<file path="config.mk">
export PLATFORM = sky130hd
export DESIGN_NAME = pcse_accum_flat
export DESIGN_NICKNAME = d
export VERILOG_FILES = /design/src/rtl/profile_column_score_engine_defines.svh /design/src/rtl/pcse_pkg.sv /design/src/rtl/pcse_rsp_if.sv /design/src/rtl/pcse_accum.sv /design/src/flat_wrapper.sv
export SDC_FILE = /design/constraint.sdc
export NUM_CORES = 1
export LEC_CHECK = 0
export BUFFER_PORTS_ARGS = -buffer_cell sky130_fd_sc_hd__buf_4
export CAP_MARGIN = 30
export CORE_ASPECT_RATIO = 0.5
export CORE_UTILIZATION = 55
export CTS_BUF_LIST = sky130_fd_sc_hd__clkbuf_4 sky130_fd_sc_hd__clkbuf_8 sky130_fd_sc_hd__clkbuf_16
export DETAILED_ROUTE_END_ITERATION = 12
export PLACE_DENSITY_LB_ADDON = 0.12
export SYNTH_ARGS = -nofsm -noshare
export SYNTH_HDL_FRONTEND = slang
export SYNTH_SLANG_ARGS = --single-unit
export TNS_END_PERCENT = 50
</file>
<file path="constraint.sdc">
create_clock -name i_clk -period 7.7 [get_ports i_clk]
set_clock_uncertainty 0.15 [all_clocks]
set_input_delay 0.77 -clock i_clk [delete_from_list [all_inputs] [get_ports i_clk]]
set_output_delay 0.77 -clock i_clk [all_outputs]
set_load 0.01 [all_outputs]
</file>
<file path="src/rtl/profile_column_score_engine_defines.svh">
// ---------------------------------------------------------------------------
// profile column score engine assertion macros
// shared concurrent assertion forms, clocked on i_clk, off during reset
// ---------------------------------------------------------------------------
`ifndef PROFILE_COLUMN_SCORE_ENGINE_DEFINES_SVH
`define PROFILE_COLUMN_SCORE_ENGINE_DEFINES_SVH

// same-cycle implication
`define PCSE_ASSERT_IMP(lbl, ante, cons, msg) \
    lbl: assert property (@(posedge i_clk) disable iff (!i_rst_n) (ante) |-> (cons)) \
        else $error(msg);

// next-cycle implication
`define PCSE_ASSERT_NXT(lbl, ante, cons, msg) \
    lbl: assert property (@(posedge i_clk) disable iff (!i_rst_n) (ante) |=> (cons)) \
        else $error(msg);

// plain invariant
`define PCSE_ASSERT_ALW(lbl, cond, msg) \
    lbl: assert property (@(posedge i_clk) disable iff (!i_rst_n) (cond)) \
        else $error(msg);

`endif

</file>
<file path="src/rtl/pcse_pkg.sv">
// ---------------------------------------------------------------------------
// pcse_pkg
// types, sizes, codes and address helper of the profile column score engine
// ---------------------------------------------------------------------------
package pcse_pkg;

    localparam int COLS     = 1024;
    localparam int FEATURES = 4;
    localparam int ALPHA    = 32;

    localparam int LANE_DEPTH = COLS * ALPHA;
    localparam int ADDR_W     = $clog2(LANE_DEPTH);

    localparam int SCORE_W = 16;
    localparam int SUM_W   = 18;
    localparam int CFG_W   = 3;

    localparam logic [7:0] GAP_LETTER  = 8'd255;
    localparam logic [7:0] AMINO_LIMIT = 8'd20;

    // request codes
    localparam logic [1:0] REQ_LOAD    = 2'd0;
    localparam logic [1:0] REQ_PROFILE = 2'd1;
    localparam logic [1:0] REQ_SEQ     = 2'd2;
    localparam logic [1:0] REQ_NONE    = 2'd3;

    // register indexes
    localparam logic REG_FEATURE_COUNT = 1'b0;
    localparam logic REG_AMINO_FEATURE = 1'b1;

    typedef logic signed [SCORE_W-1:0] t_score;
    typedef logic signed [SUM_W-1:0]   t_sum;
    typedef logic [ADDR_W-1:0]         t_addr;

    // per-transaction control carried alongside the ram read
    typedef struct packed {
        logic                query;
        logic [FEATURES-1:0] use_lane;
        logic                letter_error;
    } t_lane_ctrl;

    // status back from the summing stage
    typedef struct packed {
        logic s1_valid;
        logic take;
    } t_acc_stat;

    // lane address: column row of ALPHA letters
    function automatic t_addr pcse_addr(input logic [9:0] col, input logic [7:0] letter);
        pcse_addr = ADDR_W'(int'(col) * ALPHA + int'(letter));
    endfunction

endpackage

</file>
<file path="src/rtl/pcse_rsp_if.sv">
// ---------------------------------------------------------------------------
// pcse_rsp_if
// result channel: summed score and letter flag
// ---------------------------------------------------------------------------
interface pcse_rsp_if ();
    logic               valid;
    logic               ready;
    logic signed [17:0] pair_score;
    logic               letter_error;

    modport source (output valid, pair_score, letter_error, input ready);
    modport sink   (input valid, pair_score, letter_error, output ready);
endinterface

</file>
<file path="src/rtl/pcse_accum.sv">
// ---------------------------------------------------------------------------
// pcse_accum
// lane control stage, lane sum and output register with backpressure
// ---------------------------------------------------------------------------
module pcse_accum
    import pcse_pkg::*;
(
    input  logic       i_clk,
    input  logic       i_rst_n,
    input  logic       i_accept,
    input  t_lane_ctrl i_ctrl,
    input  t_score     i_lane_data [FEATURES],
    pcse_rsp_if.source o_rsp,
    output t_acc_stat  o_stat
);
    logic       r_s1_valid;
    t_lane_ctrl r_s1_ctrl;
    logic       r_out_valid;
    t_sum       r_pair_score;
    logic       r_letter_error;
    logic       adv;
    t_sum       n_pair_score;

    // stage 1 moves on when the output register is free or being emptied
    assign adv = r_s1_valid && (!r_out_valid || o_rsp.ready);

    always_comb begin
        n_pair_score = '0;
        for (int f = 0; f < FEATURES; f++) begin
            if (r_s1_ctrl.use_lane[f]) begin
                n_pair_score = n_pair_score + SUM_W'(i_lane_data[f]);
            end
        end
    end

    always_ff @(posedge i_clk) begin
        if (!i_rst_n) begin
            r_s1_valid  <= 1'b0;
            r_out_valid <= 1'b0;
        end else begin
            if (i_accept) begin
                r_s1_valid <= i_ctrl.query;
            end else if (adv) begin
                r_s1_valid <= 1'b0;
            end
            if (adv) begin
                r_out_valid <= 1'b1;
            end else if (o_rsp.ready) begin
                r_out_valid <= 1'b0;
            end
        end
    end

    always_ff @(posedge i_clk) begin
        if (i_accept) begin
            r_s1_ctrl <= i_ctrl;
        end
        if (adv) begin
            r_pair_score   <= n_pair_score;
            r_letter_error <= r_s1_ctrl.letter_error;
        end
    end

    assign o_rsp.valid        = r_out_valid;
    assign o_rsp.pair_score   = r_pair_score;
    assign o_rsp.letter_error = r_letter_error;

    assign o_stat.s1_valid = r_s1_valid;
    assign o_stat.take     = !r_s1_valid || adv;
endmodule

</file>
<file path="src/flat_wrapper.sv">
// flat-port wrapper written by rule: the top's interface ports become plain ports
module pcse_accum_flat import pcse_pkg::*;
  (i_clk, i_rst_n, i_accept, i_ctrl, i_lane_data, o_stat, o_rsp_valid, o_rsp_pair_score, o_rsp_letter_error, o_rsp_ready);
  pcse_rsp_if o_rsp_i ();
  input  logic i_clk;
  input  logic i_rst_n;
  input  logic i_accept;
  input  t_lane_ctrl i_ctrl;
  input  t_score i_lane_data[FEATURES];
  output t_acc_stat o_stat;
  output wire logic [$bits(o_rsp_i.valid)-1:0] o_rsp_valid;
  output wire logic [$bits(o_rsp_i.pair_score)-1:0] o_rsp_pair_score;
  output wire logic [$bits(o_rsp_i.letter_error)-1:0] o_rsp_letter_error;
  input wire logic [$bits(o_rsp_i.ready)-1:0] o_rsp_ready;
  assign o_rsp_valid = o_rsp_i.valid;
  assign o_rsp_pair_score = o_rsp_i.pair_score;
  assign o_rsp_letter_error = o_rsp_i.letter_error;
  assign o_rsp_i.ready = o_rsp_ready;
  pcse_accum u_core (.i_clk(i_clk), .i_rst_n(i_rst_n), .i_accept(i_accept), .i_ctrl(i_ctrl), .i_lane_data(i_lane_data), .o_rsp(o_rsp_i), .o_stat(o_stat));
endmodule
</file>
After elaboration in Yosys (flattened, before gate mapping)
Index checks and enable logic that the tools add are counted.

word-level totals
  register bits after elaboration = 26
  input port bits = 74
  output and inout port bits = 22
  logic and storage cells = 24

operators by class
  add/subtract/negate cells = 3
  multiplexer cells = 8
  reductions and logical operators = 7

operators with widths
  cell                     count
  two-way mux 18 bit       4
  adder 18 x 16 -> 18 bit  3
  two-way mux 1 bit        4
  nonzero test 2 bit       2
  zero test 1 bit          2
  logical OR 1 bit         2
  logical AND 1 bit        1

Longest topological paths before layout
  depth after elaboration = 7
  depth in mapped cells = 30
  depth with buffers taken out = 28

Worst setup path before layout
OpenSTA, ideal clock, no wires.

  kind = input to register
  from = input port i_lane_data[48] in the netlist's numbering
  to = register u_core.r_pair_score[17], in the netlist u_core.o_rsp.pair_score[17], data pin
  setup time = 0.260 ns
  arrival time = 6.009 ns
  required time = 7.290 ns
  setup slack = 1.281 ns
  stages on the path = 27
  path buffers = 0
  cell sequence = and2_1 ha_1 fa_1 maj3_2 a32o_1 a2111oi_2 a2111o_1 nor3b_4 xor2_1 mux2i_1 ha_1 nand3_1 nor4_1 nor3_1 o21bai_1 a21oi_1 xnor2_1 mux2_2 ha_1 a211oi_1 and3_1 nand3_1 nand2_1 o21ai_0 a31oi_1 mux2i_1 xnor2_1

between the ends
  word-level cells in the longest chain between the ends = 7

RTL lines
  what                         RTL line           text
  from (decl)                  flat_wrapper.sv:9  input t_score i_lane_data[FEATURES];
  two-way mux 18 bit *         pcse_accum.sv:30   if (r_s1_ctrl.use_lane[f]) begin
  adder 18 x 16 -> 18 bit      pcse_accum.sv:31   n_pair_score = n_pair_score + SUM_W'(i_lane_data[f]);
  two-way mux 18 bit *         pcse_accum.sv:30
  adder 18 x 16 -> 18 bit      pcse_accum.sv:31
  two-way mux 18 bit *         pcse_accum.sv:30
  adder 18 x 16 -> 18 bit      pcse_accum.sv:31
  two-way mux 18 bit *         pcse_accum.sv:30
  net u_core.n_pair_score[17]  pcse_accum.sv:22   t_sum n_pair_score;
  to (signal assigned)         pcse_accum.sv:59   r_pair_score <= n_pair_score;
  to (decl)                    pcse_accum.sv:19   t_sum r_pair_score;

The timed path passes the listed nets; every way through them passes the cells marked *.
A chain may end at the register's enable or synchronous reset.

Final worst setup path
  from = register u_core.r_s1_ctrl[1] in the netlist's numbering
  to = register u_core.r_pair_score[17], in the netlist u_core.o_rsp.pair_score[17], data pin

between the ends
  word-level cells in the longest chain between the ends = 7

RTL lines
  what                         RTL line          text
  from (decl)                  pcse_accum.sv:17  t_lane_ctrl r_s1_ctrl;
  from (signal assigned)       pcse_accum.sv:56  r_s1_ctrl <= i_ctrl;
  two-way mux 18 bit *         pcse_accum.sv:30
  adder 18 x 16 -> 18 bit      pcse_accum.sv:31
  two-way mux 18 bit *         pcse_accum.sv:30
  adder 18 x 16 -> 18 bit      pcse_accum.sv:31
  two-way mux 18 bit *         pcse_accum.sv:30
  adder 18 x 16 -> 18 bit      pcse_accum.sv:31
  two-way mux 18 bit *         pcse_accum.sv:30
  net u_core.n_pair_score[17]  pcse_accum.sv:22

Marks and branches as above.

==> qor.txt <==
Seq. cell area - 761 sq um
Share of post-route cells with drive strength above 1 - 23.9%
CP Max Fanout - 22
CTS tree - built
Multi-input gate area - 2950 sq um
Vias/cell - 5.74
Num Clock Sinks - 26
Clock latency on the worst-skew pair - 0.27 ns
Syn nets - 591
Reg2Reg Launch Point - u_core.r_s1_ctrl[1]
DRC - 0
WP depth - 28
Worst EP required - 7.56 ns
Num ports - 96
Final instance area - 4770 sq um
Seq/Total Area, Yosys - 19.6%
Maximum clock frequency - 0.143 GHz
CTS H-tree lvls - 1
Bufs on Longest Clock Path - 2
WL per Instance - 13.9 um
Minimum clock period - 7.00 ns
First-iteration detailed-routing DRC count - 248
WHS Path Cells - 0
Root Buffer - clkbuf_16
Status - finished clean
Worst Path Buf+Inv - 1
Layout area overhead - 22.8%
Diode count - 0
Die height - 61.4 um
Detailed Routing Iterations Pass 1 - 5
Core box area - 6750 sq um
Antenna Nets Post-Route - 0
Critical Path AT - 6.86 ns
Count of input and output buffers - 95
Logic pwr share - 63.5%
Clock power share - 16.3%
Synth Instances - 466
Number of flops mapped to enable cells by yosys - 24
Setup Buffers After CTS - 0
Slew @ Worst Pin - 0.939 ns
Max_cap viols - 0
Max stage delay on crit path - 0.48 ns
Sw Ratio - 39.2%
Placed cell areas - 4660 sq um
Relative slew slack - 37.4%
Crit path max-delay family - adder cells
Worst setup EP type - flip-flop
First-pass GRT wire length - 14400 um
Hold Path End - u_core.o_rsp.letter_error
DR vias - 3699
Reg clk slew, reported paths - 0.07 ns
Cell Rows - 21
Initial antenna violation count - 0
Final number of max-transition violations - 0
Yosys reg bits - 26
All-Layer GR Usage - 24.5%
Grt total ovfl - 0
Most common cell on crit path - ha_1
Sum of negative setup slack - 0 ns
# setup viols final - 0
Yosys cell types - 59
Fraction of registers with async set/reset - 0%
Tightest Hold Check Type - reg -> reg
Crit share post-route - 90.9%
CTS hold repair buffers - 0
Switching Power - 368 uW
Kind of critical path - reg -> reg
Nets@finish - 678
Int Power - 571 uW
Maximum vdd drop - 0.110 mV
Overall power - 939 uW
Starting Density - 57.5%
CTS Buf Count - 3
Hpwl dp - 7450 um
Leakage - 0.00228 uW
Filler instances - 578
Die ar. - 7420 sq um
Reg2Reg Depth - 28
Top_reg_cell synth - edfxtp_1
FF-to-FF End - u_core.o_rsp.pair_score[17]
Largest net degree at the start of global routing - 28
Post-Route WL - 8960 um
Vias in the first global route - 3189
Placer Congestion - 0.991
Critical Path Slowest Stage Cell - fa_1
Syn avg cell area - 8.33 sq um
Mapped Area - 3880 sq um
RSZ-0062 raised after global routing - no
Fin. Hold Viols - 0
Worst Min Path Start - u_core.r_s1_ctrl[0]
Worst setup SP type - flip-flop
Die width - 121 um
Sequential power share - 20.2%
Ys Warns - 0
Reg2Reg Setup Slack - 0.70 ns
Number of gates resized after cts - 0
Pwr/cell area - 197 nW/um^2
power groups by stage:
stage                     clock network [uW]  logic (uW)  registers (uW)
final                                    153         596             190
after global routing                     160         666             191
after CTS                                156         593             190
after detailed placement                   0         588             193
after global placement                     0         578             192
after floorplan                            0         456             191
flip-flops by register name (all words and copies together), names as in the netlist:
name and flops:
u_core.o_rsp.letter_error 1, u_core.o_rsp.pair_score 18, u_core.o_rsp.valid 1, u_core.r_s1_ctrl 5, u_core.r_s1_valid 1
per-stage QoR:
step,setup slack [ns],hold slack [ns],util [%],std cells
after floorplan,1.28,0.250,-,466
after global placement,0.801,0.254,69.1,640
after detailed placement,0.537,0.285,69.1,640
after CTS,0.787,0.302,70.6,644
after global routing,0.191,0.306,70.6,644
final,0.701,0.294,70.6,644
synthesized netlist by cell type, types with 2 or more instances:
| master | number | area, sq um |
|---|---|---|
| nand2_1 | 41 | 154 |
| ha_1 | 48 | 601 |
| fa_1 | 3 | 60.1 |
| and2_1 | 13 | 81.3 |
| and3_1 | 7 | 43.8 |
| a221oi_1 | 2 | 17.5 |
| o21ai_0 | 18 | 90.1 |
| mux2_2 | 19 | 214 |
| xor2_1 | 17 | 149 |
| or3_1 | 2 | 12.5 |
| a211oi_1 | 11 | 82.6 |
| nand2b_1 | 5 | 31.3 |
| nor3_1 | 9 | 45.0 |
| o31ai_1 | 2 | 15.0 |
| o21bai_1 | 6 | 45.0 |
| nor2_1 | 30 | 113 |
| a21o_1 | 23 | 173 |
| nand4_1 | 2 | 12.5 |
| buf_4 | 2 | 15.0 |
| nor2b_1 | 4 | 25.0 |
| o21a_1 | 8 | 60.1 |
| or2_2 | 2 | 12.5 |
| nand3_1 | 11 | 55.1 |
| mux2i_1 | 7 | 70.1 |
| nand3b_1 | 2 | 15.0 |
| a31oi_1 | 8 | 50.1 |
| o2111ai_1 | 2 | 17.5 |
| dfxtp_1 | 2 | 40.0 |
| clkbuf_1 | 12 | 45.0 |
| o211ai_1 | 3 | 22.5 |
| a21oi_1 | 41 | 205 |
| xnor2_1 | 29 | 254 |
| inv_1 | 26 | 97.6 |
| edfxtp_1 | 24 | 721 |
cells in the final DEF (no fill, tap or decap), drive strengths merged, types with 3 or more instances in the layout:
master,netlist,layout
inv,26,26
clkbuf,12,3
buf,4,98
o21bai,6,6
mux2i,7,7
fa,3,3
nand3,11,11
and2,13,13
nand2b,5,5
o211ai,3,3
mux2,19,19
o21ai,18,18
nor3,9,9
edfxtp,24,24
nor2b,4,4
a211oi,12,12
a21o,24,24
xor2,17,17
and3,7,7
a31oi,8,8
ha,48,48
a21oi,41,41
nand2,41,41
o21a,8,8
nor2,30,30
xnor2,29,29
routing by layer:
metal / GRT usage (%) / up-vias / wire length [um]
met4: 2.65 / 0 / 49
li1: - / 1879 / -
met1: 33.5 / 1690 / 4280
met5: 0 / - / 0
met2: 41.8 / 124 / 3960
met3: 5.19 / 6 / 675
final cells by class:
type,instances,share of cell area (%)
Clock inverter,1,0.630
Sequential cell,26,15.9
Clock buffer,3,1.57
Tap cell,92,2.41
Timing Repair Buffer,98,15.4
Multi-Input combinational cell,397,61.9
Inverter,27,2.12
logic make-up after synthesis:
group | share of synthesized area (%)
fa+ha+maj | 17.6
simple gates | 16.3
flops | 19.6
xor+xnor | 10.4
compound gates | 24.5
buf+inv | 4.38
mux | 7.32
worst max-delay path by stage:
stage	start	to	slack, ns
finish	u_core.r_s1_ctrl[1]	u_core.o_rsp.pair_score[17]	0.70
global route	u_core.r_s1_ctrl[1]	u_core.o_rsp.pair_score[17]	0.19
CTS	u_core.r_s1_ctrl[1]	u_core.o_rsp.pair_score[17]	0.79
detailed placement	i_lane_data[48]	u_core.o_rsp.pair_score[17]	0.54
global placement	i_lane_data[48]	u_core.o_rsp.pair_score[17]	0.80
floorplan	i_lane_data[48]	u_core.o_rsp.pair_score[17]	1.28
(Power assumes the default switching activity.)
